--- config.mk ---
export PLATFORM = sky130hd
export DESIGN_NAME = minkowski_distance_orders
export DESIGN_NICKNAME = d
export VERILOG_FILES = /design/src/hdl/mdo_pkg.sv /design/src/hdl/mdo_accum.sv /design/src/hdl/mdo_roots.sv /design/src/hdl/minkowski_distance_orders.sv
export SDC_FILE = /design/constraint.sdc
export NUM_CORES = 2
export LEC_CHECK = 0
export BUFFER_PORTS_ARGS = -buffer_cell sky130_fd_sc_hd__buf_2
export CORE_UTILIZATION = 35
export CTS_BUF_LIST = sky130_fd_sc_hd__clkbuf_8
export DETAILED_ROUTE_END_ITERATION = 10
export SETUP_SLACK_MARGIN = 0.05
export SLEW_MARGIN = 30
export SYNTH_ARGS = -nofsm -noshare
export SYNTH_HDL_FRONTEND = slang
export SYNTH_SLANG_ARGS = --single-unit
--- constraint.sdc ---
create_clock -name clk -period 13 [get_ports clk]
set_input_delay 0.65 -clock clk [delete_from_list [all_inputs] [get_ports clk]]
set_output_delay 0.65 -clock clk [all_outputs]
set_load 0.01 [all_outputs]
--- src/hdl/mdo_pkg.sv ---
// Package for the Minkowski distance block: field widths, root sizes,
// sequencer state type and the accumulator control bundle.
// No dependencies.
package mdo_pkg;

  // Request field widths
  localparam int unsigned COORD_W = 16;

  // Running sums and result fields
  localparam int unsigned SUM_ABS_W  = 23;
  localparam int unsigned SUM_SQ_W   = 40;
  localparam int unsigned SUM_CUBE_W = 56;
  localparam int unsigned DIST_W     = 36;
  localparam int unsigned CHEB_W     = 16;

  // Fixed point: 16 fraction bits on each root
  localparam int unsigned SQ_FRAC_SHIFT   = 32;
  localparam int unsigned CUBE_FRAC_SHIFT = 48;

  // One result bit per root iteration
  localparam int unsigned ROOT_ITERS = DIST_W;
  localparam int unsigned ITER_W     = $clog2(ROOT_ITERS);

  // Defaults for the top level parameters
  localparam int unsigned MAX_LEN_DEF     = 128;
  localparam int unsigned COORD_WIDTH_DEF = 16;

  typedef enum logic [2:0] {
    ST_IDLE,
    ST_SQ,
    ST_CUBE,
    ST_ACC,
    ST_RSTART,
    ST_ROOT,
    ST_EMIT
  } mdo_state_t;

  typedef struct packed {
    logic load;      // capture |x-y| of a new request
    logic mul_sq;    // multiplier forms |d|^2
    logic mul_cube;  // multiplier forms |d|^3
    logic acc;       // add into the running sums
    logic clear;     // return all sums to zero
  } acc_ctrl_t;

endpackage

--- src/hdl/mdo_accum.sv ---
// Pair accumulator: |x-y|, shared multiplier for square and cube,
// saturating running sums and running maximum. Depends on mdo_pkg.
module mdo_accum #(
  parameter int unsigned MAX_LEN     = mdo_pkg::MAX_LEN_DEF,
  parameter int unsigned COORD_WIDTH = mdo_pkg::COORD_WIDTH_DEF
) (
  input  logic                             clk,
  input  logic                             rst,
  input  mdo_pkg::acc_ctrl_t               ctrl,
  input  logic [mdo_pkg::COORD_W-1:0]      x_coord,
  input  logic [mdo_pkg::COORD_W-1:0]      y_coord,
  output logic [mdo_pkg::SUM_ABS_W-1:0]    sum_abs,
  output logic [mdo_pkg::SUM_SQ_W-1:0]     sum_square,
  output logic [mdo_pkg::SUM_CUBE_W-1:0]   sum_cube,
  output logic [COORD_WIDTH-1:0]           max_abs,
  output logic                             saturated
);
  import mdo_pkg::*;

  localparam int unsigned CW    = COORD_WIDTH;
  localparam int unsigned CNT_W = $clog2(MAX_LEN + 1);

  logic signed [CW:0]    x_ext, y_ext, diff;
  logic [CW:0]           diff_neg;
  logic [CW-1:0]         abs_in;
  logic [CW-1:0]         a_reg;
  logic [2*CW-1:0]       sq_reg;
  logic [3*CW-1:0]       cube_reg;
  logic [2*CW-1:0]       mul_a;
  logic [3*CW-1:0]       product;
  logic [CNT_W-1:0]      pair_count;
  logic                  full_run;
  logic [SUM_ABS_W:0]    abs_add;
  logic [SUM_SQ_W:0]     sq_add;
  logic [SUM_CUBE_W:0]   cube_add;

  // low COORD_WIDTH bits taken as two's complement
  assign x_ext    = {x_coord[CW-1], x_coord[CW-1:0]};
  assign y_ext    = {y_coord[CW-1], y_coord[CW-1:0]};
  assign diff     = x_ext - y_ext;
  assign diff_neg = -diff;
  assign abs_in   = diff[CW] ? diff_neg[CW-1:0] : diff[CW-1:0];

  // one multiplier: a*a, then (a*a)*a
  assign mul_a   = ctrl.mul_cube ? sq_reg : (2*CW)'(a_reg);
  assign product = (3*CW)'(mul_a) * (3*CW)'(a_reg);

  assign full_run = (pair_count >= CNT_W'(MAX_LEN));
  assign abs_add  = {1'b0, sum_abs}    + (SUM_ABS_W+1)'(a_reg);
  assign sq_add   = {1'b0, sum_square} + (SUM_SQ_W+1)'(sq_reg);
  assign cube_add = {1'b0, sum_cube}   + (SUM_CUBE_W+1)'(cube_reg);

  always_ff @(posedge clk) begin
    if (ctrl.load) begin
      a_reg <= abs_in;
    end
    if (ctrl.mul_sq) begin
      sq_reg <= product[2*CW-1:0];
    end
    if (ctrl.mul_cube) begin
      cube_reg <= product;
    end
  end

  always_ff @(posedge clk) begin
    if (rst || ctrl.clear) begin
      sum_abs    <= '0;
      sum_square <= '0;
      sum_cube   <= '0;
      max_abs    <= '0;
      pair_count <= '0;
      saturated  <= 1'b0;
    end else begin
      if (ctrl.load && (abs_in > max_abs)) begin
        max_abs <= abs_in;
      end
      if (ctrl.acc) begin
        if (full_run) begin
          // run too long: pin every sum at full scale
          saturated  <= 1'b1;
          sum_abs    <= '1;
          sum_square <= '1;
          sum_cube   <= '1;
        end else begin
          pair_count <= pair_count + 1'b1;
          sum_abs    <= abs_add[SUM_ABS_W]   ? '1 : abs_add[SUM_ABS_W-1:0];
          sum_square <= sq_add[SUM_SQ_W]     ? '1 : sq_add[SUM_SQ_W-1:0];
          sum_cube   <= cube_add[SUM_CUBE_W] ? '1 : cube_add[SUM_CUBE_W-1:0];
          if (abs_add[SUM_ABS_W] || sq_add[SUM_SQ_W] || cube_add[SUM_CUBE_W]) begin
            saturated <= 1'b1;
          end
        end
      end
    end
  end

endmodule

--- src/hdl/mdo_roots.sv ---
// Iterative root unit: square root and cube root, one result bit each per
// step (prepare, then decide), shift and add only. Depends on mdo_pkg.
module mdo_roots (
  input  logic                            clk,
  input  logic                            rst,
  input  logic                            start,
  input  logic [mdo_pkg::SUM_SQ_W-1:0]    sum_square,
  input  logic [mdo_pkg::SUM_CUBE_W-1:0]  sum_cube,
  output logic                            done,
  output logic [mdo_pkg::DIST_W-1:0]      euclidean_dist,
  output logic [mdo_pkg::DIST_W-1:0]      cubic_dist
);
  import mdo_pkg::*;

  localparam int unsigned RAD2_W = 2 * DIST_W;        // radicand bits, square root
  localparam int unsigned REM2_W = DIST_W + 2;
  localparam int unsigned RAD3_W = 3 * DIST_W;        // radicand bits, cube root
  localparam int unsigned Y2_W   = 2 * DIST_W;
  localparam int unsigned B_W    = Y2_W + 3;
  localparam int unsigned REM3_W = B_W + 2;
  localparam int unsigned PAD3_W = RAD3_W - SUM_CUBE_W - CUBE_FRAC_SHIFT;

  logic                busy;
  logic                phase;     // 0: prepare cube step, 1: decide digit
  logic [ITER_W-1:0]   iter;

  logic [RAD2_W-1:0]   rad2;
  logic [REM2_W-1:0]   rem2;
  logic [DIST_W-1:0]   root2;
  logic [REM2_W+1:0]   rem2_sh, trial2, diff2;
  logic                take2;

  logic [RAD3_W-1:0]   rad3;
  logic [REM3_W-1:0]   rem3;
  logic [DIST_W-1:0]   root3;
  logic [Y2_W-1:0]     root3_sq;
  logic [B_W-1:0]      b_reg, b_sum, b_calc;
  logic                take3;

  // square root digit
  assign rem2_sh = {rem2, rad2[RAD2_W-1 -: 2]};
  assign trial2  = {2'b00, root2, 2'b01};
  assign diff2   = rem2_sh - trial2;
  assign take2   = (rem2_sh >= trial2);

  // cube root step term: 3*(y^2 + y) + 1 with y already doubled
  assign b_sum  = B_W'({root3_sq[Y2_W-3:0], 2'b00}) + B_W'({root3[DIST_W-2:0], 1'b0});
  assign b_calc = {b_sum[B_W-2:0], 1'b0} + b_sum + B_W'(1);
  assign take3  = (rem3 >= REM3_W'(b_reg));

  assign done           = busy && phase && (iter == ITER_W'(ROOT_ITERS - 1));
  assign euclidean_dist = root2;
  assign cubic_dist     = root3;

  always_ff @(posedge clk) begin
    if (rst) begin
      busy  <= 1'b0;
      phase <= 1'b0;
      iter  <= '0;
    end else if (start) begin
      busy  <= 1'b1;
      phase <= 1'b0;
      iter  <= '0;
    end else if (busy) begin
      phase <= ~phase;
      if (phase) begin
        iter <= iter + 1'b1;
        if (done) begin
          busy <= 1'b0;
        end
      end
    end
  end

  always_ff @(posedge clk) begin
    if (start) begin
      rad2     <= {sum_square, {SQ_FRAC_SHIFT{1'b0}}};
      rem2     <= '0;
      root2    <= '0;
      rad3     <= {{PAD3_W{1'b0}}, sum_cube, {CUBE_FRAC_SHIFT{1'b0}}};
      rem3     <= '0;
      root3    <= '0;
      root3_sq <= '0;
    end else if (busy) begin
      if (!phase) begin
        // bring down three radicand bits, double the root
        rem3     <= {rem3[REM3_W-4:0], rad3[RAD3_W-1 -: 3]};
        rad3     <= {rad3[RAD3_W-4:0], 3'b000};
        root3    <= {root3[DIST_W-2:0], 1'b0};
        root3_sq <= {root3_sq[Y2_W-3:0], 2'b00};
        b_reg    <= b_calc;
      end else begin
        rad2 <= {rad2[RAD2_W-3:0], 2'b00};
        if (take2) begin
          rem2  <= diff2[REM2_W-1:0];
          root2 <= {root2[DIST_W-2:0], 1'b1};
        end else begin
          rem2  <= rem2_sh[REM2_W-1:0];
          root2 <= {root2[DIST_W-2:0], 1'b0};
        end
        if (take3) begin
          rem3     <= rem3 - REM3_W'(b_reg);
          root3    <= {root3[DIST_W-1:1], 1'b1};
          root3_sq <= root3_sq + Y2_W'({root3, 1'b1});
        end
      end
    end
  end

endmodule

--- src/hdl/minkowski_distance_orders.sv ---
// Top level of the Minkowski distance block: request handshake, sequencer,
// result register. Uses mdo_pkg, mdo_accum and mdo_roots.
//
// Usage
//   Input stream s_*: one coordinate pair per request, x in s_tdata[15:0],
//   y in s_tdata[31:16], s_tlast high on the final pair of the two vectors.
//   Output stream m_*: one result per vector pair, sent after the s_tlast
//   request; overflow travels in m_tuser.
//   Each pair passes through capture, square, cube and accumulate on the
//   single multiplier; s_tready is high only while the sequencer is idle.
//   After the last pair the root unit runs 36 digits, each a prepare and
//   a decide step; the result is then loaded once the result register
//   is free.
//   The result register lets new pairs flow in while a result waits; a
//   following result holds in the sequencer until m_tready drains it.
//   Reset (rst, synchronous) empties the result register and zeroes every
//   sum, the maximum, the pair count and the overflow flag.
//   Past MAX_LEN pairs every sum holds at full scale; a sum that would wrap
//   holds there by itself; either way overflow is flagged for that vector pair.
module minkowski_distance_orders #(
  parameter int unsigned MAX_LEN     = mdo_pkg::MAX_LEN_DEF,
  parameter int unsigned COORD_WIDTH = mdo_pkg::COORD_WIDTH_DEF
) (
  input  logic          clk,
  input  logic          rst,
  input  logic          s_tvalid,
  output logic          s_tready,
  input  logic [31:0]   s_tdata,   // x_coord [15:0], y_coord [31:16]
  input  logic          s_tlast,   // last_pair
  output logic          m_tvalid,
  input  logic          m_tready,
  output logic [111:0]  m_tdata,   // manhattan_dist [22:0], euclidean_dist [58:23],
                                   // cubic_dist [94:59], chebyshev_dist [110:95], 0 [111]
  output logic          m_tuser    // overflow
);
  import mdo_pkg::*;

  mdo_state_t              state, state_next;
  acc_ctrl_t               ctrl;
  logic                    accept;
  logic                    last_reg;
  logic                    root_start;
  logic                    root_done;
  logic                    out_load;

  logic [SUM_ABS_W-1:0]    sum_abs;
  logic [SUM_SQ_W-1:0]     sum_square;
  logic [SUM_CUBE_W-1:0]   sum_cube;
  logic [COORD_WIDTH-1:0]  max_abs;
  logic                    saturated;
  logic [DIST_W-1:0]       euclid;
  logic [DIST_W-1:0]       cubic;

  logic [SUM_ABS_W-1:0]    manhattan_dist;
  logic [DIST_W-1:0]       euclidean_dist;
  logic [DIST_W-1:0]       cubic_dist;
  logic [CHEB_W-1:0]       chebyshev_dist;
  logic                    overflow;

  assign accept = s_tvalid && s_tready;

  mdo_accum #(
    .MAX_LEN     (MAX_LEN),
    .COORD_WIDTH (COORD_WIDTH)
  ) u_accum (
    .clk        (clk),
    .rst        (rst),
    .ctrl       (ctrl),
    .x_coord    (s_tdata[COORD_W-1:0]),
    .y_coord    (s_tdata[2*COORD_W-1:COORD_W]),
    .sum_abs    (sum_abs),
    .sum_square (sum_square),
    .sum_cube   (sum_cube),
    .max_abs    (max_abs),
    .saturated  (saturated)
  );

  mdo_roots u_roots (
    .clk            (clk),
    .rst            (rst),
    .start          (root_start),
    .sum_square     (sum_square),
    .sum_cube       (sum_cube),
    .done           (root_done),
    .euclidean_dist (euclid),
    .cubic_dist     (cubic)
  );

  // sequencer: next state
  always_comb begin
    state_next = state;
    unique case (state)
      ST_IDLE:   if (accept) state_next = ST_SQ;
      ST_SQ:     state_next = ST_CUBE;
      ST_CUBE:   state_next = ST_ACC;
      ST_ACC:    state_next = last_reg ? ST_RSTART : ST_IDLE;
      ST_RSTART: state_next = ST_ROOT;
      ST_ROOT:   if (root_done) state_next = ST_EMIT;
      ST_EMIT:   if (out_load) state_next = ST_IDLE;
      default:   state_next = ST_IDLE;
    endcase
  end

  // sequencer: outputs
  always_comb begin
    s_tready      = (state == ST_IDLE);
    ctrl.load     = (state == ST_IDLE) && accept;
    ctrl.mul_sq   = (state == ST_SQ);
    ctrl.mul_cube = (state == ST_CUBE);
    ctrl.acc      = (state == ST_ACC);
    root_start    = (state == ST_RSTART);
    out_load      = (state == ST_EMIT) && (!m_tvalid || m_tready);
    ctrl.clear    = out_load;  // sums go back to zero once the result is held
  end

  always_ff @(posedge clk) begin
    if (rst) begin
      state <= ST_IDLE;
    end else begin
      state <= state_next;
    end
  end

  always_ff @(posedge clk) begin
    if (accept) begin
      last_reg <= s_tlast;
    end
  end

  // result register
  always_ff @(posedge clk) begin
    if (rst) begin
      m_tvalid <= 1'b0;
    end else if (out_load) begin
      m_tvalid <= 1'b1;
    end else if (m_tready) begin
      m_tvalid <= 1'b0;
    end
  end

  always_ff @(posedge clk) begin
    if (out_load) begin
      manhattan_dist <= sum_abs;
      euclidean_dist <= euclid;
      cubic_dist     <= cubic;
      chebyshev_dist <= CHEB_W'(max_abs);
      overflow       <= saturated;
    end
  end

  assign m_tdata = {1'b0, chebyshev_dist, cubic_dist, euclidean_dist, manhattan_dist};
  assign m_tuser = overflow;

endmodule

# After elaboration in Yosys (flattened, before gate mapping)
# Cells that the tools add are included.
# W data, S select, Z words.
dict set report classes {
  addsub 13
  multipliers 1
  n_lt_le_gt_ge 4
  n_eq_ne 12
  muxes 35
  bitwise_logic 3
  reduce_logical 26
}
# op count
set ops {}
lappend ops {{$mux W72} 5}
lappend ops {{$mux W104} 3}
lappend ops {{$mux W77} 2}
lappend ops {{$mux W56} 2}
lappend ops {{$mux W40} 2}
lappend ops {{$ge A77 B75 Y1} 1}
lappend ops {{$sub A77 B75 Y77} 1}
lappend ops {{$add A75 B1 Y75 const B} 1}
lappend ops {{$add A75 B75 Y75} 1}
lappend ops {{$add A72 B36 Y73} 1}
lappend ops {{$add A72 B37 Y72} 1}
lappend ops {{$add A56 B48 Y57} 1}
lappend ops {{$mul A32 B16 Y48} 1}
lappend ops {{$mux W23} 2}
lappend ops {{$add A40 B32 Y41} 1}
lappend ops {{$ge A40 B38 Y1} 1}
lappend ops {{$mux W38} 1}
lappend ops {{$sub A38 B38 Y38} 1}
lappend ops {{$mux W36} 1}
lappend ops {{$mux W32} 1}
lappend ops {{$add A23 B16 Y24} 1}
lappend ops {{$pmux W3 S7} 1}
lappend ops {{$sub A16 B16 Y17} 1}
lappend ops {{$gt A16 B16 Y1} 1}
lappend ops {{other kinds (22)} 60}
dict set report totals {
  ff_bits 799
  in_bits 37
  out_inout_bits 115
  elab_cells 124
}

# Logic depth before layout (Yosys ltp)
dict set report depth {
  ltp_word 6
  ltp_mapped 31
  mapped_depth_nobuf 29
}

# Modules after synthesis
# A second synthesis with hierarchy kept.
dict set report hier_totals {
  cells_unflattened 7647
  hier_area_um2 67896.4
}
# module n_inst cells_each area_per_inst_um2 seq_area_each_um2
set by_module_without_submodules {}
lappend by_module_without_submodules {mdo_roots 1 3949 33020.4 10490.1}
lappend by_module_without_submodules {mdo_accum 1 3547 31168.6 5765.5}
lappend by_module_without_submodules {minkowski_distance_orders 1 151 3707.3 3473.3}

# Worst setup path before layout
# No wires, ideal clock.
dict set report synth_path {
  kind {register -> register}
  from {register state[2]}
  to {register u_accum.cube_reg[47] (data pin)}
  arrival_ps 8763
  required_time_ps 12742
  path_slack_ps 3980
  stages_incl_launch_ff 29
  synth_period_minus_slack_ps 9020
  path_cell_list {dfxtp_1 -> or3b_2 -> inv_1 -> clkbuf_1 -> clkbuf_1 -> clkbuf_1 -> and3_1 -> fa_1 -> inv_1 -> fa_1 -> fa_1 -> inv_1 -> fa_1 -> fa_1 -> inv_1 -> fa_1 -> inv_1 -> ha_1 -> a21o_1 -> a21o_1 -> a21oi_1 -> o21ai_0 -> nor2_1 -> o31ai_1 -> o311a_1 -> a221oi_1 -> o31ai_1 -> a31o_2 -> xnor2_1}
}
dict set report synth_via {
  elab_chain_cells 3
}
# item line
set synth_rtl {}
lappend synth_rtl {{from (decl)} minkowski_distance_orders.sv:38} ;# mdo_state_t state, state_next;
lappend synth_rtl {{from (signal assigned)} minkowski_distance_orders.sv:120} ;# state <= state_next;
lappend synth_rtl {{$eq A3 B2 Y1} minkowski_distance_orders.sv:109} ;# ctrl.mul_cube = (state == ST_CUBE);
lappend synth_rtl {{$mux W32} mdo_accum.sv:45} ;# assign mul_a = ctrl.mul_cube ? sq_reg : (2*CW)'(a_reg);
lappend synth_rtl {{$mul A32 B16 Y48} mdo_accum.sv:46} ;# assign product = (3*CW)'(mul_a) * (3*CW)'(a_reg);
lappend synth_rtl {{net u_accum.product[47]} mdo_accum.sv:30} ;# logic [3*CW-1:0] product;
lappend synth_rtl {{to (signal assigned)} mdo_accum.sv:61} ;# cube_reg <= product;
lappend synth_rtl {{to (decl)} mdo_accum.sv:28} ;# logic [3*CW-1:0] cube_reg;
# The timed path passes the listed nets, and every way through them passes these cells.
# A chain may end at the register's enable or synchronous reset.

# Worst setup path after layout
dict set report layout_path {
  from {register state[1]}
  to {register u_accum.cube_reg[47] (data pin)}
}
# The elaborated chain is that of the path after synthesis.

==> impl_metrics.toml <==
[final_layout]
multi_input_area_sq_um = 43500
drive_above_1_share_pct = 6.23
nFillCells = 19300
nets = 8698
largest_register_ffs = 77
syn_to_final_growth_pct = 9.14
seqCellArea_sq_um = 19700

[global_route]
grt_pass1_vias = 55000
grt_usage_pct = 19.1
grt_max_degree = 111
grt_overflow = 0
grt_antenna_before_repair = 3
grt_pass1_wl_microns = 300000

[sta]
tns_ns = 0
period_needed_ns = 9.76
finalMaxSlewViolations = 0
tightest_slew_ns = 1.05
rsz0062_at_grt = "false"
setup_viol = 0
fin_crit_sh_pct = 75.1
finClkSkew_ns = 0.0830
timing.fmax_mhz = 102
final_hold_viol_count = 0
max_slew_margin_pct = 29.8

[synth]
syn-cell-area_sq_um = 67400
ys_seq_elements = 796
synth_area_leader_cell = "edfxtp_1"
async_flop_share_pct = 0
synth_flop_cell = "dfxtp_1"
yosys.cell_types.count = 103
synth_area_leaders = "edfxtp_1 (17%), fa_1 (13%), dfxtp_1 (12%)"
syn_avg_cell_area_sq_um = 8.67
synthDominantCellAreaShare_pct = 16.9
yosysSeqAreaShare_pct = 29.3
synth_nets = 8744
synth_edf_count = 379
yosys_warnings = 0
synthCells = 7773

[routing]
vias = 55700
drtIter0Drc = 3859
wl_microns = 187000
via_per_inst = 5.37
drt_pass1_iterations = 6
antenna_left = 0
wl_per_cell_microns = 18.1
drc = 0

[die]
die_w_microns = 441
core_area_sq_um = 191000
fp.dieArea_sq_um = 194000
rows = 160
start_util_pct = 35.3
die_y_microns = 441
num_io_pins = 152

[cts]
ctsResizeCount = 0
root_buffer = "clkbuf_8"
tritoncts = "yes"
h-tree-depth = 4
clock-sinks = 796
clock_path_buffers = 3
clk_transition_reported_paths_ns = 0.06
cts_buffers = 144
clk_latency_ns = 0.93

[min_path]
whs_path_depth = 2
hp-class = "in2reg"

[worst_setup_path]
cp_data_required_time_ns = 13.62
worst_setup_path_end_kind = "flop"
critPathKind = "reg2reg"
start_kind = "flop"
crit_fanout = 97
cp_data_arrival_time_ns = 10.38
r2r_slack_ns = 3.24
reg2reg_depth = 25

[flow_run]
drv_cap = 0

[placement]
place_hpwl_microns = 138000
port_buffers = 150
gp_congestion = 0.903

[status]
outcome = "completed"
## through the flow
step	setup WS (ns)	hold slack, ns	instance area, sq um	cells	utilization, %
2_1_floorplan	3.98	0.408	67400	7773	-
4_1_cts	3.39	0.0128	73500	10400	38.5
3_5_place_dp	3.43	0.440	70300	10100	36.8
5_1_grt	2.78	0.0663	73600	10400	38.6
3_3_place_gp	3.56	0.434	70300	10100	36.8
6_report	3.24	0.105	73600	10400	38.6
## Yosys cell counts, drive strengths merged, types with 13 or more instances
cell and count:
nand2 1094, inv 756, a21oi 680, ha 508, fa 426, dfxtp 417
o21ai 402, edfxtp 379, nor2 369, clkbuf 336, xnor2 267, a21o 246
and3 168, and2 157, xor2 150, nand3 138, a211oi 128, mux2i 119
nor3 103, nand4 94, o21a 68, o21bai 67, a31oi 65, buf 60
nor2b 56, nand2b 45, o211ai 39, or3 35, o31ai 29, a22oi 25
a21boi 21, a221oi 18, nor4 18, or2 18, a311oi 16, and4 16
a221o 15, o221ai 15, a31o 14, nor3b 13
## worst paths after layout
check / start / to
hold reg to reg: u_accum.saturated / m_tuser
setup / recovery: state[1] / u_accum.cube_reg[47]
setup reg to reg: state[1] / u_accum.cube_reg[47]
hold / removal: rst / state[2]
## logic make-up (layout without fill, tap and decap cells)
family,Yosys count,in the layout,synth area share (%)
mux,124,124,1.86
flops,796,796,29.3
buf+inv,1152,1229,6.49
compound gates,1980,1980,18.5
fa+ha+maj,934,934,22.1
simple gates,2369,2369,16.4
xor+xnor,417,417,5.43
other cells,1,6,0.00556
## timing repair
action                                  CTS  global route
buffers inserted                          0             0
endpoints found under the hold margin     1             0
endpoints found under the setup margin    0             0
hold buffers                              1             0
## layer usage
layer	GRT usage (%)	vias to the layer above	wire length, microns
met1	26.0	26900	86400
met4	6.36	0	5760
li1	-	26900	-
met3	2.47	328	9360
met2	31.1	1467	85900
met5	0	-	0
## layout by cell type, fill, tap and decap left out, drive strengths merged, types with 56 or more instances in the layout
master  instances
nor2b          56
mux2i         119
dfxtp         417
o21a           68
and2          157
nand2        1094
a21oi         680
nand4          94
o21ai         402
buf           203
nor2          369
a211oi        128
a31oi          65
xor2          150
xnor2         267
a21o          246
o21bai         67
inv           813
ha            508
clkbuf        152
edfxtp        379
and3          168
nor3          103
nand3         138
fa            426
## cell type report
| class | count | area share [%] |
|---|---|---|
| Antenna cell | 5 | 0.0170 |
| Tap cell | 2511 | 4.27 |
| Inverter | 756 | 3.86 |
| Sequential cell | 796 | 26.8 |
| Multi-Input combinational cell | 5825 | 59.0 |
| Timing Repair Buffer | 204 | 1.63 |
| Clock buffer | 152 | 2.84 |
| Clock inverter | 117 | 1.52 |
## worst max-delay path: stages, from the launching register on
cell and delay, ns:
dfxtp_1 0.56, or3b_2 0.81, inv_4 0.38, buf_4 0.69
and2_0 0.92, nand2_1 0.19, fa_1 0.55, inv_1 0.06
fa_1 0.53, inv_1 0.05, fa_1 0.50, inv_1 0.05
fa_1 0.48, fa_1 0.56, inv_1 0.06, fa_1 0.58
inv_1 0.06, ha_1 0.36, nor2b_1 0.16, o21ai_0 0.16
nand2b_1 0.11, o311a_1 0.40, a221oi_1 0.55, o31ai_1 0.23
a31o_2 0.29, xnor2_1 0.12
Power is left out: the tool's default activity adds up to more than one toggle a clock period on the data nets, which glitch-free logic cannot reach.
